`src/design/multiplexed_seven_segment_counter_macros.svh`:
```
// assertion helpers shared by the counter block
`ifndef MULTIPLEXED_SEVEN_SEGMENT_COUNTER_MACROS_SVH
`define MULTIPLEXED_SEVEN_SEGMENT_COUNTER_MACROS_SVH

// same-cycle implication, checked outside reset
`define MSC_ASSERT_NOW(label, pre, post) \
    label: assert property (@(posedge i_clk) disable iff (!i_rst_n) (pre) |-> (post)) \
        else $error("msc check failed");

// next-cycle implication, checked outside reset
`define MSC_ASSERT_NEXT(label, pre, post) \
    label: assert property (@(posedge i_clk) disable iff (!i_rst_n) (pre) |=> (post)) \
        else $error("msc check failed");

`endif

```
`src/design/msc_pkg.sv`:
```
package msc_pkg;

    localparam int SCAN_W     = 2;
    localparam int BCD_W      = 16;
    localparam int NIBBLE_W   = 4;
    localparam int ROUNDS_W   = 16;
    localparam int SEG_W      = 7;
    localparam int EN_W       = 8;
    localparam int COUNT_W    = 14;
    localparam int IN_TDATA_W = 8;
    localparam int OUT_TDATA_W = 32;

    localparam logic [ROUNDS_W-1:0] ROUNDS_RESET = 16'd25;

    typedef logic [SCAN_W-1:0]   t_scan_idx;
    typedef logic [BCD_W-1:0]    t_bcd;
    typedef logic [NIBBLE_W-1:0] t_nibble;

    typedef struct packed {
        logic [COUNT_W-1:0] shown_count;
        logic [EN_W-1:0]    digit_enable;
        logic [SEG_W-1:0]   segments;
    } t_result;

endpackage

```
`src/design/msc_display.sv`:
```
module msc_display (
    input  msc_pkg::t_scan_idx i_scan_idx,
    input  msc_pkg::t_bcd      i_bcd,
    output msc_pkg::t_result   o_result
);
    import msc_pkg::*;

    function automatic logic [SEG_W-1:0] seg_lookup(input t_nibble d);
        logic [SEG_W-1:0] s;
        case (d)
            4'd0:    s = 7'h3f;
            4'd1:    s = 7'h06;
            4'd2:    s = 7'h5b;
            4'd3:    s = 7'h4f;
            4'd4:    s = 7'h66;
            4'd5:    s = 7'h6d;
            4'd6:    s = 7'h7d;
            4'd7:    s = 7'h07;
            4'd8:    s = 7'h7f;
            4'd9:    s = 7'h6f;
            default: s = '0;
        endcase
        return s;
    endfunction

    t_nibble w_digit;
    t_nibble w_d0, w_d1, w_d2, w_d3;

    assign w_d0    = i_bcd[3:0];
    assign w_d1    = i_bcd[7:4];
    assign w_d2    = i_bcd[11:8];
    assign w_d3    = i_bcd[15:12];
    assign w_digit = i_bcd[{i_scan_idx, 2'b00} +: NIBBLE_W];

    always_comb begin
        o_result.segments     = seg_lookup(w_digit);
        // odd counts move the enable to the upper bank
        o_result.digit_enable = EN_W'(1) << {w_d0[0], i_scan_idx};
        o_result.shown_count  = COUNT_W'(w_d0)
                              + COUNT_W'(w_d1) * COUNT_W'(10)
                              + COUNT_W'(w_d2) * COUNT_W'(100)
                              + COUNT_W'(w_d3) * COUNT_W'(1000);
    end

endmodule

```
`src/design/multiplexed_seven_segment_counter.sv`:
```
// an accepted input's result is registered into the output entry, or into
// the skid entry if the output stalls; throughput: one item per cycle while
// the skid is empty; the two-entry buffer keeps input ready while one result waits
// reset (synchronous, active low): count, scan index and round counter go to
// zero, rounds_per_count goes to 25, both output entries are emptied
module multiplexed_seven_segment_counter #(
    parameter int NUM_DIGITS = 4
) (
    input  logic                             i_clk,
    input  logic                             i_rst_n,
    input  logic                             i_cfg_we,
    input  logic [msc_pkg::ROUNDS_W-1:0]     i_cfg_wdata,
    input  logic                             s_axis_tvalid,
    output logic                             s_axis_tready,
    input  logic [msc_pkg::IN_TDATA_W-1:0]   s_axis_tdata,  // [0] advance
    output logic                             m_axis_tvalid,
    input  logic                             m_axis_tready,
    // [6:0] segments, [14:7] digit_enable, [28:15] shown_count
    output logic [msc_pkg::OUT_TDATA_W-1:0]  m_axis_tdata
);
    import msc_pkg::*;

    `include "multiplexed_seven_segment_counter_macros.svh"

    function automatic t_bcd bcd_inc(input t_bcd v);
        t_bcd    r;
        logic    carry;
        t_nibble d;
        r     = '0;
        carry = 1'b1;
        for (int i = 0; i < 4; i++) begin
            d = v[i*NIBBLE_W +: NIBBLE_W];
            if (carry) begin
                if (d >= 4'd9) begin
                    d = '0;
                end else begin
                    d     = d + 4'd1;
                    carry = 1'b0;
                end
            end
            r[i*NIBBLE_W +: NIBBLE_W] = d;
        end
        return r;
    endfunction

    logic [ROUNDS_W-1:0] r_rounds;
    t_scan_idx           r_scan_idx, n_scan_idx;
    logic [ROUNDS_W-1:0] r_round_cnt, n_round_cnt;
    t_bcd                r_bcd, n_bcd;

    logic    r_out_valid, r_skid_valid;
    t_result r_out, r_skid;
    t_result w_result;

    logic w_in_acc, w_out_acc;
    logic [SCAN_W:0]   w_next_idx;
    logic [ROUNDS_W:0] w_round_inc;

    msc_display u_display (
        .i_scan_idx (r_scan_idx),
        .i_bcd      (r_bcd),
        .o_result   (w_result)
    );

    assign s_axis_tready = !r_skid_valid;
    assign w_in_acc      = s_axis_tvalid && s_axis_tready;
    assign w_out_acc     = r_out_valid && m_axis_tready;
    assign m_axis_tvalid = r_out_valid;
    assign m_axis_tdata  = {{(OUT_TDATA_W - $bits(t_result)){1'b0}}, r_out};

    assign w_next_idx  = {1'b0, r_scan_idx} + (SCAN_W+1)'(1);
    assign w_round_inc = {1'b0, r_round_cnt} + (ROUNDS_W+1)'(1);

    always_comb begin
        n_scan_idx  = r_scan_idx;
        n_round_cnt = r_round_cnt;
        n_bcd       = r_bcd;
        if (w_in_acc && s_axis_tdata[0]) begin
            if (w_next_idx >= (SCAN_W+1)'(NUM_DIGITS)) begin
                n_scan_idx = '0;
                // a zero register behaves as one round
                if (w_round_inc >= {1'b0, r_rounds}) begin
                    n_round_cnt = '0;
                    n_bcd       = bcd_inc(r_bcd);
                end else begin
                    n_round_cnt = w_round_inc[ROUNDS_W-1:0];
                end
            end else begin
                n_scan_idx = w_next_idx[SCAN_W-1:0];
            end
        end
    end

    always_ff @(posedge i_clk) begin
        if (!i_rst_n) begin
            r_rounds    <= ROUNDS_RESET;
            r_scan_idx  <= '0;
            r_round_cnt <= '0;
            r_bcd       <= '0;
        end else begin
            if (i_cfg_we) begin
                r_rounds <= i_cfg_wdata;
            end
            r_scan_idx  <= n_scan_idx;
            r_round_cnt <= n_round_cnt;
            r_bcd       <= n_bcd;
        end
    end

    // output register plus skid entry
    always_ff @(posedge i_clk) begin
        if (!i_rst_n) begin
            r_out_valid  <= 1'b0;
            r_skid_valid <= 1'b0;
        end else begin
            if (!r_out_valid || w_out_acc) begin
                if (r_skid_valid) begin
                    r_out_valid  <= 1'b1;
                    r_skid_valid <= 1'b0;
                end else begin
                    r_out_valid <= w_in_acc;
                end
            end else if (w_in_acc) begin
                r_skid_valid <= 1'b1;
            end
        end
    end

    always_ff @(posedge i_clk) begin
        if (!r_out_valid || w_out_acc) begin
            r_out <= r_skid_valid ? r_skid : w_result;
        end
        if (w_in_acc && r_out_valid && !w_out_acc) begin
            r_skid <= w_result;
        end
    end

    `MSC_ASSERT_NOW(a_skid_behind_out, r_skid_valid, r_out_valid)
    `MSC_ASSERT_NOW(a_scan_in_range, 1'b1, {1'b0, r_scan_idx} < (SCAN_W+1)'(NUM_DIGITS))
    `MSC_ASSERT_NOW(a_bcd_valid, 1'b1,
        r_bcd[3:0] <= 4'd9 && r_bcd[7:4] <= 4'd9 && r_bcd[11:8] <= 4'd9 && r_bcd[15:12] <= 4'd9)
    `MSC_ASSERT_NEXT(a_stall_fills_skid, w_in_acc && r_out_valid && !m_axis_tready, r_skid_valid)
    `MSC_ASSERT_NEXT(a_hold_without_advance, w_in_acc && !s_axis_tdata[0] && !i_cfg_we,
        $stable(r_bcd) && $stable(r_scan_idx) && $stable(r_round_cnt))

endmodule

```
`config.mk`:
```
export PLATFORM = sky130hd
export DESIGN_NAME = multiplexed_seven_segment_counter
export DESIGN_NICKNAME = d
export VERILOG_FILES = /design/src/design/msc_pkg.sv /design/src/design/msc_display.sv /design/src/design/multiplexed_seven_segment_counter.sv
export VERILOG_INCLUDE_DIRS = /design/src /design/src/design
export SDC_FILE = /design/constraint.sdc
export NUM_CORES = 1
export LEC_CHECK = 0
export BUFFER_PORTS_ARGS = -buffer_cell sky130_fd_sc_hd__buf_2
export CAP_MARGIN = 10
export CELL_PAD_IN_SITES_DETAIL_PLACEMENT = 1
export CELL_PAD_IN_SITES_GLOBAL_PLACEMENT = 2
export CORE_MARGIN = 4
export CORE_UTILIZATION = 40
export CTS_CLUSTER_SIZE = 8
export DETAILED_ROUTE_END_ITERATION = 7
export GPL_TIMING_DRIVEN = 0
export PLACE_DENSITY = 0.91
export SLEW_MARGIN = 20
export SYNTH_ARGS = -nofsm -noshare
export SYNTH_HDL_FRONTEND = slang
export SYNTH_SLANG_ARGS = --single-unit
```
`constraint.sdc`:
```
create_clock -name i_clk -period 5.7 [get_ports i_clk]
set_input_delay 1.71 -clock i_clk [delete_from_list [all_inputs] [get_ports i_clk]]
set_output_delay 1.71 -clock i_clk [all_outputs]
set_load 0.02 [all_outputs]
```
==> impl_metrics.yaml, run 1 <==
status:
  status: "complete, no violations"
logic_synthesis:
  async_reset_ff_frac: 0
  yosysSeqAreaShare: 0.394
  yosysWarnings: 0
  synth_cell_types: 60
  syn_inst: 663
  syn_area_um2: 7060
  synth_seq_cells: 110
  synth_edf_count: 58
  yosysMostFrequentCell: "ha_1"
  syn_area_per_cell_um2: 10.6
  synth_top_flop_cell: "edfxtp_1"
  yosysTopAreaCellShare: 0.247
  synth_top_area_cell: "edfxtp_1"
  synth.cells.most_frequent: "ha_1, inv_1, edfxtp_1"
  synth_area_leaders: "edfxtp_1, dfxtp_1, ha_1"
layout:
  finalNetCount: 858
  area_growth_pct: 12.3
  num_antenna_cells: 0
  nFillCells: 1945
  regArea_um2: 2780
  multi_input_area_um2: 3960
  drive_gt1_frac: 0.153
floorplanning:
  fp-row-count: 48
  dieArea_um2: 19800
  ioPinCount: 63
  core_area_um2: 17300
  die_h_um: 141
  die_x_um: 141
  initial_core_util: 0.408
sta:
  slew_viol_final: 0
  min_period_over_period: 0.837
  holdWs_ps: 514
  final-setup-viol-count: 0
  finalCriticalPeriod_ps: 4770
  finalHoldViolations: 0
  fin_setup_tns_ps: 0
  fmax_mhz: 210
  final.setup_skew_ps: 11.5
  rsz0062_at_grt: "false"
  maxSlewHeadroom: 0.445
  tightestPinTransition_ps: 829
grt:
  grtUsageTotal: 0.174
  grt_pass1_vias: 5544
  met1_usage: 0.217
  grt_pass1_wl_mm: 27.9
  grt_use_met3: 0.0271
  antenna_found_initial: 0
  met2_usage: 0.308
  grt_max_degree: 33
  busiest_layer: "met2"
  overflow: 0
route:
  routed_via_density: 5.33
  drt_iter0_drc: 281
  wl_per_cell_um: 17.4
  drt-total-wl_mm: 16.7
  drc: 0
  vias: 5108
  ant_nets: 0
  drtPass1Iterations: 4
critical_path:
  cp.arrival_ps: 4880
  cp-start-kind: "register"
  worst_setup_path_end_kind: "register"
  crit_type: "register to register"
  cp_max_fo: 8
  required_ps: 5810
cts:
  clk_latency_ps: 370
  root_buffer: "clkbuf_16"
  cts_buffers: 9
  numClockSinks: 110
  cts_tree: "yes"
  htree_levels: 3
  path_clk_slew_ps: 80
  cts_buffer_depth: 2
  cts_setup_buffers: 0
  cts_resized: 0
  cts_hold_buf: 0
worst_hold_path:
  min_path_type: "register to register"
placed_design:
  port-buffer-count: 51
  hpwl_mm: 12.8
  routabilityCongestion: 0.861
pwr:
  p_leak_nw: 3.47
  power.density_nw_per_um2: 203
  ir_drop_v: 0.000171
  total_power_w: 0.00161
job:
  maxCapViolCount: 0
-- critical path, stage by stage (launching register included) --
cell and delay, ps:
dfxtp_1 530, ha_1 300, ha_1 230, fa_1 550, nand2_1 80, nor2_1 160, xnor2_1 130, fa_1 540
inv_1 40, ha_1 360, o21a_1 210, o31ai_1 110, a21oi_1 220, or4_1 450, o2111ai_1 150, xnor2_1 160
mux2_2 290
-- cells by family after synthesis --
kind of cell | synth area share
muxes | 0.0782
DFF | 0.394
xor gates and xnor gates | 0.0422
AOI/OAI and AO/OA | 0.120
and+or+nand+nor | 0.122
buffers and inverters | 0.0470
adders and majority gates | 0.195
other | 0.000531
-- report_power, final --
group	switching, W	total, W	leakage (nW)	internal, W
Clock	0.000330	0.000641	0.144	0.000311
Combinational	0.0000675	0.000109	2.37	0.0000411
Sequential	0.00000934	0.000863	0.956	0.000854
Total	0.000407	0.00161	3.47	0.00121
-- through the flow --
stage | area [µm²] | std cells | setup slack (ps) | util
detailed placement | 7630 | 943 | 963 | 0.441
CTS | 7930 | 959 | 931 | 0.458
floorplan | 7070 | 665 | 514 | -
finish | 7930 | 959 | 929 | 0.458
global route | 7930 | 959 | 615 | 0.458
global placement | 7600 | 941 | -660 | 0.440
-- path summary, 6_finish.rpt --
check	cells after the start	slack (ps)	start	end
min	2	510	r_round_cnt[1]$_SDFFE_PN0P_	r_round_cnt[1]$_SDFFE_PN0P_
max	16	930	r_bcd[5]$_SDFFE_PN0P_	m_axis_tdata[28]$_DFFE_PP_
min reg2reg	2	510	r_round_cnt[1]$_SDFFE_PN0P_	r_round_cnt[1]$_SDFFE_PN0P_
max reg2reg	16	930	r_bcd[5]$_SDFFE_PN0P_	m_axis_tdata[28]$_DFFE_PP_
-- placed cells by master, fill, tap and decap left out, drive strengths merged, types with 24 or more instances in the layout --
cell type and count:
nand2 44, ha 83, edfxtp 58, buf 61, nor2 29, inv 67
o21ai 31, dfxtp 52, nand3 24, mux2 25, nor2b 24
-- routing by layer --
metal	wire length, µm	up-vias	part of all wire
met3	467	27	0.028
met2	8470	77	0.51
li1	-	2476	-
met5	0	-	0
met1	7440	2528	0.45
met4	312	0	0.019
-- flip-flops by register name, summed over array words and instances (netlist names) --
register	flops
r_scan_idx	2
m_axis_tvalid	1
r_bcd	16
r_skid	29
r_round_cnt	16
m_axis_tdata	29
r_skid_valid	1
r_rounds	16
-- final cells by class --
class / instances / share of cell area
clock buffer: 9 / 0.0284
clock inverter: 7 / 0.00978
tap: 225 / 0.0355
buffer: 20 / 0.0110
multi-input combinational: 470 / 0.499
inverter: 65 / 0.0308
sequential: 110 / 0.351
timing repair buffer: 53 / 0.0341
(Power assumes the default switching activity.)
==> run 2, diff against run 1 <==
- clock period: 5.7 -> 4.6 ns (I/O delays scaled with it)
==> impl_metrics.yaml, run 2 (synthesized netlist as in run 1, its figures left out) <==
cts:
  cts_buffers: 9
  cts_tree: "yes"
  cts_setup_buffers: 0
  cts_hold_buf: 0
  clk_latency_ps: 370
  numClockSinks: 110
  path_clk_slew_ps: 80
  htree_levels: 3
  cts_buffer_depth: 2
  root_buffer: "clkbuf_16"
floorplanning:
  die_x_um: 141
  fp-row-count: 48
  core_area_um2: 17300
  dieArea_um2: 19800
  die_h_um: 141
  initial_core_util: 0.408
  ioPinCount: 63
placed_design:
  placed_area_um2: 7630
  hpwl_mm: 13.0
  dp_cells: 942
  routabilityCongestion: 0.864
  port-buffer-count: 51
pwr:
  power.internal_w: 0.00155
  p_leak_nw: 3.49
  p_clk_frac: 0.413
  switchingPower_w: 0.000501
  ir_drop_v: 0.000186
  seq_power_share: 0.521
  power.density_nw_per_um2: 256
  p_comb_frac: 0.065
  p_sw_frac: 0.244
sta:
  finalHoldViolations: 0
  rsz0062_at_grt: "false"
  min_period_over_period: 0.958
  tightestPinTransition_ps: 820
  final-setup-viol-count: 0
  maxSlewHeadroom: 0.453
  final.setup_skew_ps: 13.0
  fmax_mhz: 227
  slew_viol_final: 0
  finalCriticalPeriod_ps: 4410
layout:
  fin_area_um2: 8020
  drive_gt1_frac: 0.175
  area_growth_pct: 13.6
  finalNetCount: 857
  nFillCells: 1911
  stdcell_count: 959
  layout_common_cells: "ha_1, inv_1, edfxtp_1, buf_2, dfxtp_1"
  final_common_cell: "ha_1"
grt:
  grt_max_degree: 33
  grt_pass1_vias: 5634
  grt_pass1_wl_mm: 27.9
  antenna_found_initial: 0
  overflow: 0
  grtUsageTotal: 0.173
status:
  status: "complete, no violations"
critical_path:
  worst_setup_path_end_kind: "register"
  r2r_start: "r_bcd[5]$_SDFFE_PN0P_"
  cp.arrival_ps: 4520
  cp_max_fo: 8
  cp-start-kind: "register"
  startpoint: "r_bcd[5]$_SDFFE_PN0P_"
  worstRegToRegCells: 14
  required_ps: 4710
  crit_type: "register to register"
worst_hold_path:
  min_path_type: "register to register"
  whs_path_depth: 2
  worstHoldStart: "r_rounds[0]$_SDFFE_PN1P_"
route:
  drtPass1Iterations: 4
  ant_nets: 0
  drt_iter0_drc: 370
  vias: 5131
  drc: 0
  drt-total-wl_mm: 16.6
  routed_via_density: 5.35
  wl_per_cell_um: 17.3
job:
  maxCapViolCount: 0
[run 2: cell types whose count changed in the layout (fill, tap and decap cells not counted), sizes merged]
cell,delta
clkinv,-2
buf,-1
diode,+1
inv,+1
bufinv,+1
[run 2: layer usage]
layer / global-route usage / vias to the layer above / wire (µm)
li1: - / 2482 / -
met1: 0.219 / 2568 / 7470
met2: 0.303 / 59 / 8450
met3: 0.0210 / 22 / 358
met4: 0.0668 / 0 / 362
met5: 0 / - / 0
[run 2: what timing repair did]
item                                    4_1_cts  5_1_grt
resized for setup                             5       14
endpoints found under the setup margin        1        3
pin swaps                                     0        1
hold endpoints to repair                      0        0
[run 2: through the flow]
step / worst slack [ps] / setup TNS, ps / hold slack, ps / power [W] / utilization
after CTS: 1.27 / 0 / 501 / 0.00207 / 0.460
after floorplan: 417 / 0 / 449 / 0.00118 / -
final: 193 / 0 / 501 / 0.00205 / 0.464
after global placement: -38.8 / -1090 / 490 / 0.00122 / 0.440
after detailed placement: -125 / -125 / 482 / 0.00123 / 0.441
after global routing: 1.16 / 0 / 519 / 0.00213 / 0.464
[run 2: path summary, 6_finish.rpt]
check,end,slack [ps]
worst max-delay path,m_axis_tdata[28]$_DFFE_PP_,190
worst min-delay path,r_rounds[0]$_SDFFE_PN1P_,500
worst max register to register,m_axis_tdata[28]$_DFFE_PP_,190
worst min register to register,r_rounds[0]$_SDFFE_PN1P_,500
[run 2: power groups by stage]
stage | registers (W) | clock network [W] | logic (W)
after floorplan | 0.00111 | 0 | 0.0000699
after CTS | 0.00107 | 0.000862 | 0.000136
final | 0.00107 | 0.000847 | 0.000134
after detailed placement | 0.00109 | 0 | 0.000135
after global routing | 0.00107 | 0.000903 | 0.000149
after global placement | 0.00109 | 0 | 0.000128
[run 2: area by class of cell]
cell class,count,area (µm²),area share
clock inverter,7,96.3,0.0120
multi-input combinational,470,4020,0.501
antenna,1,2.50,0.000312
clock buffer,9,225,0.0281
sequential,110,2790,0.348
inverter,65,244,0.0304
tap,225,282,0.0351
buffer,20,87.6,0.0109
timing repair buffer,52,270,0.0337
[run 2: critical path: stages (launching register included)]
cell and delay [ps]:
dfxtp_4 390, ha_1 310, ha_1 230, fa_2 560, xor2_1 100, fa_1 550
inv_1 50, ha_1 340, nor2b_1 170, o31ai_2 330, a21oi_2 160, or4_1 440
o2111ai_2 130, xnor2_2 120, mux2_2 280
==> run 3, diff against run 2 <==
- MAX_ROUTING_LAYER: default -> met4
==> impl_metrics.yaml, run 3 (synthesized netlist as in run 1, its figures left out) <==
status:
  status: "complete, no violations"
cts:
  htree_levels: 3
  cts_buffer_depth: 2
  root_buffer: "clkbuf_16"
  cts_tree: "yes"
  cts_buffers: 9
  clk_latency_ps: 370
  numClockSinks: 110
  path_clk_slew_ps: 80
route:
  drt-total-wl_mm: 16.6
  top_layer_used: "met4"
  vias: 5119
  wl_met3_um: 444
  drc: 0
  drtPass1Iterations: 4
  ant_nets: 0
  wl_per_cell_um: 17.3
  routed-wl-met2_mm: 8.43
  wl_met1_mm: 7.37
  routed_via_density: 5.34
  drt_iter0_drc: 320
sta:
  tightestPinTransition_ps: 821
  maxSlewHeadroom: 0.452
  final.setup_skew_ps: 13.3
  worst_slack_ps: 194
  slew_viol_final: 0
  rsz0062_at_grt: "false"
  min_period_over_period: 0.958
  holdWs_ps: 501
  final-setup-viol-count: 0
  finalCriticalPeriod_ps: 4410
  fmax_mhz: 227
  finalHoldViolations: 0
layout:
  drive_gt1_frac: 0.175
  regArea_um2: 2790
  nFillCells: 1911
  fin_area_um2: 8020
  layout_common_cells: "ha_1, inv_1, edfxtp_1, buf_2, dfxtp_1"
  finalNetCount: 857
  multi_input_area_um2: 4020
  stdcell_count: 959
  area_growth_pct: 13.6
  final_common_cell: "ha_1"
  post-route-util: 0.464
pwr:
  power.internal_w: 0.00155
  switchingPower_w: 0.000503
  p_comb_frac: 0.065
  p_leak_nw: 3.49
  p_clk_frac: 0.414
  power.density_nw_per_um2: 256
  p_sw_frac: 0.245
  ir_drop_v: 0.000188
  seq_power_share: 0.521
floorplanning:
  fp-row-count: 48
  die_x_um: 141
  die_h_um: 141
  ioPinCount: 63
  initial_core_util: 0.408
  core_area_um2: 17300
  dieArea_um2: 19800
critical_path:
  worst_setup_path_end_kind: "register"
  path_delay_family: "adder cells"
  cp_max_fo: 9
  max_stage_delay_ps: 540
  cp-start-kind: "register"
  path_cells: "fa_2 > fa_1 > ha_1 > o21ai_0 > nor2_1 > nor2_1 > ha_1 > ha_1 > o21ai_1 > a21oi_2 > or4_1 > o2111ai_2 > xnor2_2 > mux2_2"
  path_buf_inv: 0
  crit_type: "register to register"
  cpMostUsedCell: "ha_1"
  cp.arrival_ps: 4520
  required_ps: 4710
  slowest_stage: "fa_2"
grt:
  grt_pass1_vias: 5638
  antenna_found_initial: 0
  grtUsageTotal: 0.179
  overflow: 0
  grt_pass1_wl_mm: 28.0
  grt_max_degree: 33
placed_design:
  routabilityCongestion: 0.878
  dp_cells: 942
  placed_area_um2: 7630
  hpwl_mm: 13.0
  post-place-ws_ps: -125
  port-buffer-count: 51
job:
  maxCapViolCount: 0
worst_hold_path:
  min_path_type: "register to register"
-- run 3: area by class of cell --
cell class,count,area share
antenna,1,0.000312
buffer,20,0.0109
clock buffer,9,0.0281
clock inverter,7,0.0120
inverter,65,0.0304
multi-input combinational,470,0.501
sequential,110,0.348
tap,225,0.0351
timing repair buffer,52,0.0337
-- run 3: power by group through the flow --
stage / registers (W) / logic (W) / clock network, W
after floorplan: 0.00111 / 0.0000699 / 0
after global placement: 0.00109 / 0.000128 / 0
after global routing: 0.00107 / 0.000149 / 0.000904
final: 0.00107 / 0.000134 / 0.000849
after detailed placement: 0.00109 / 0.000135 / 0
after CTS: 0.00107 / 0.000136 / 0.000862
-- run 3: per-stage QoR --
| step | power (W) | setup TNS (ps) |
|---|---|---|
| floorplan | 0.00118 | 0 |
| global placement | 0.00122 | -1090 |
| detailed placement | 0.00123 | -125 |
| CTS | 0.00207 | 0 |
| global route | 0.00213 | 0 |
| finish | 0.00205 | 0 |
-- run 3: worst paths after layout --
kind | endpoint | slack [ps] | startpoint | cells past startpoint
max reg2reg | m_axis_tdata[28]$_DFFE_PP_ | 190 | r_bcd[15]$_SDFFE_PN0P_ | 14
min reg2reg | r_rounds[0]$_SDFFE_PN1P_ | 500 | r_rounds[0]$_SDFFE_PN1P_ | 2
max | m_axis_tdata[28]$_DFFE_PP_ | 190 | r_bcd[15]$_SDFFE_PN0P_ | 14
min | r_rounds[0]$_SDFFE_PN1P_ | 500 | r_rounds[0]$_SDFFE_PN1P_ | 2
-- run 3: tightest hold or removal path: cells and delay by family (launching register included) --
family	cells	cell delay (ps)
flops	1	350
mux	1	70
simple gates	1	60
-- run 3: repair_timing --
item                                    CTS  global route
resized for setup                         5            14
pin swaps                                 0             1
endpoints found under the setup margin    1             3
buffers inserted                          0             0
hold buffers                              0             0
-- run 3: metal layers --
metal	track usage	up-vias
met2	0.305	68
met4	0.0683	0
met3	0.0210	21
met1	0.217	2550
li1	-	2480
met5	-	-
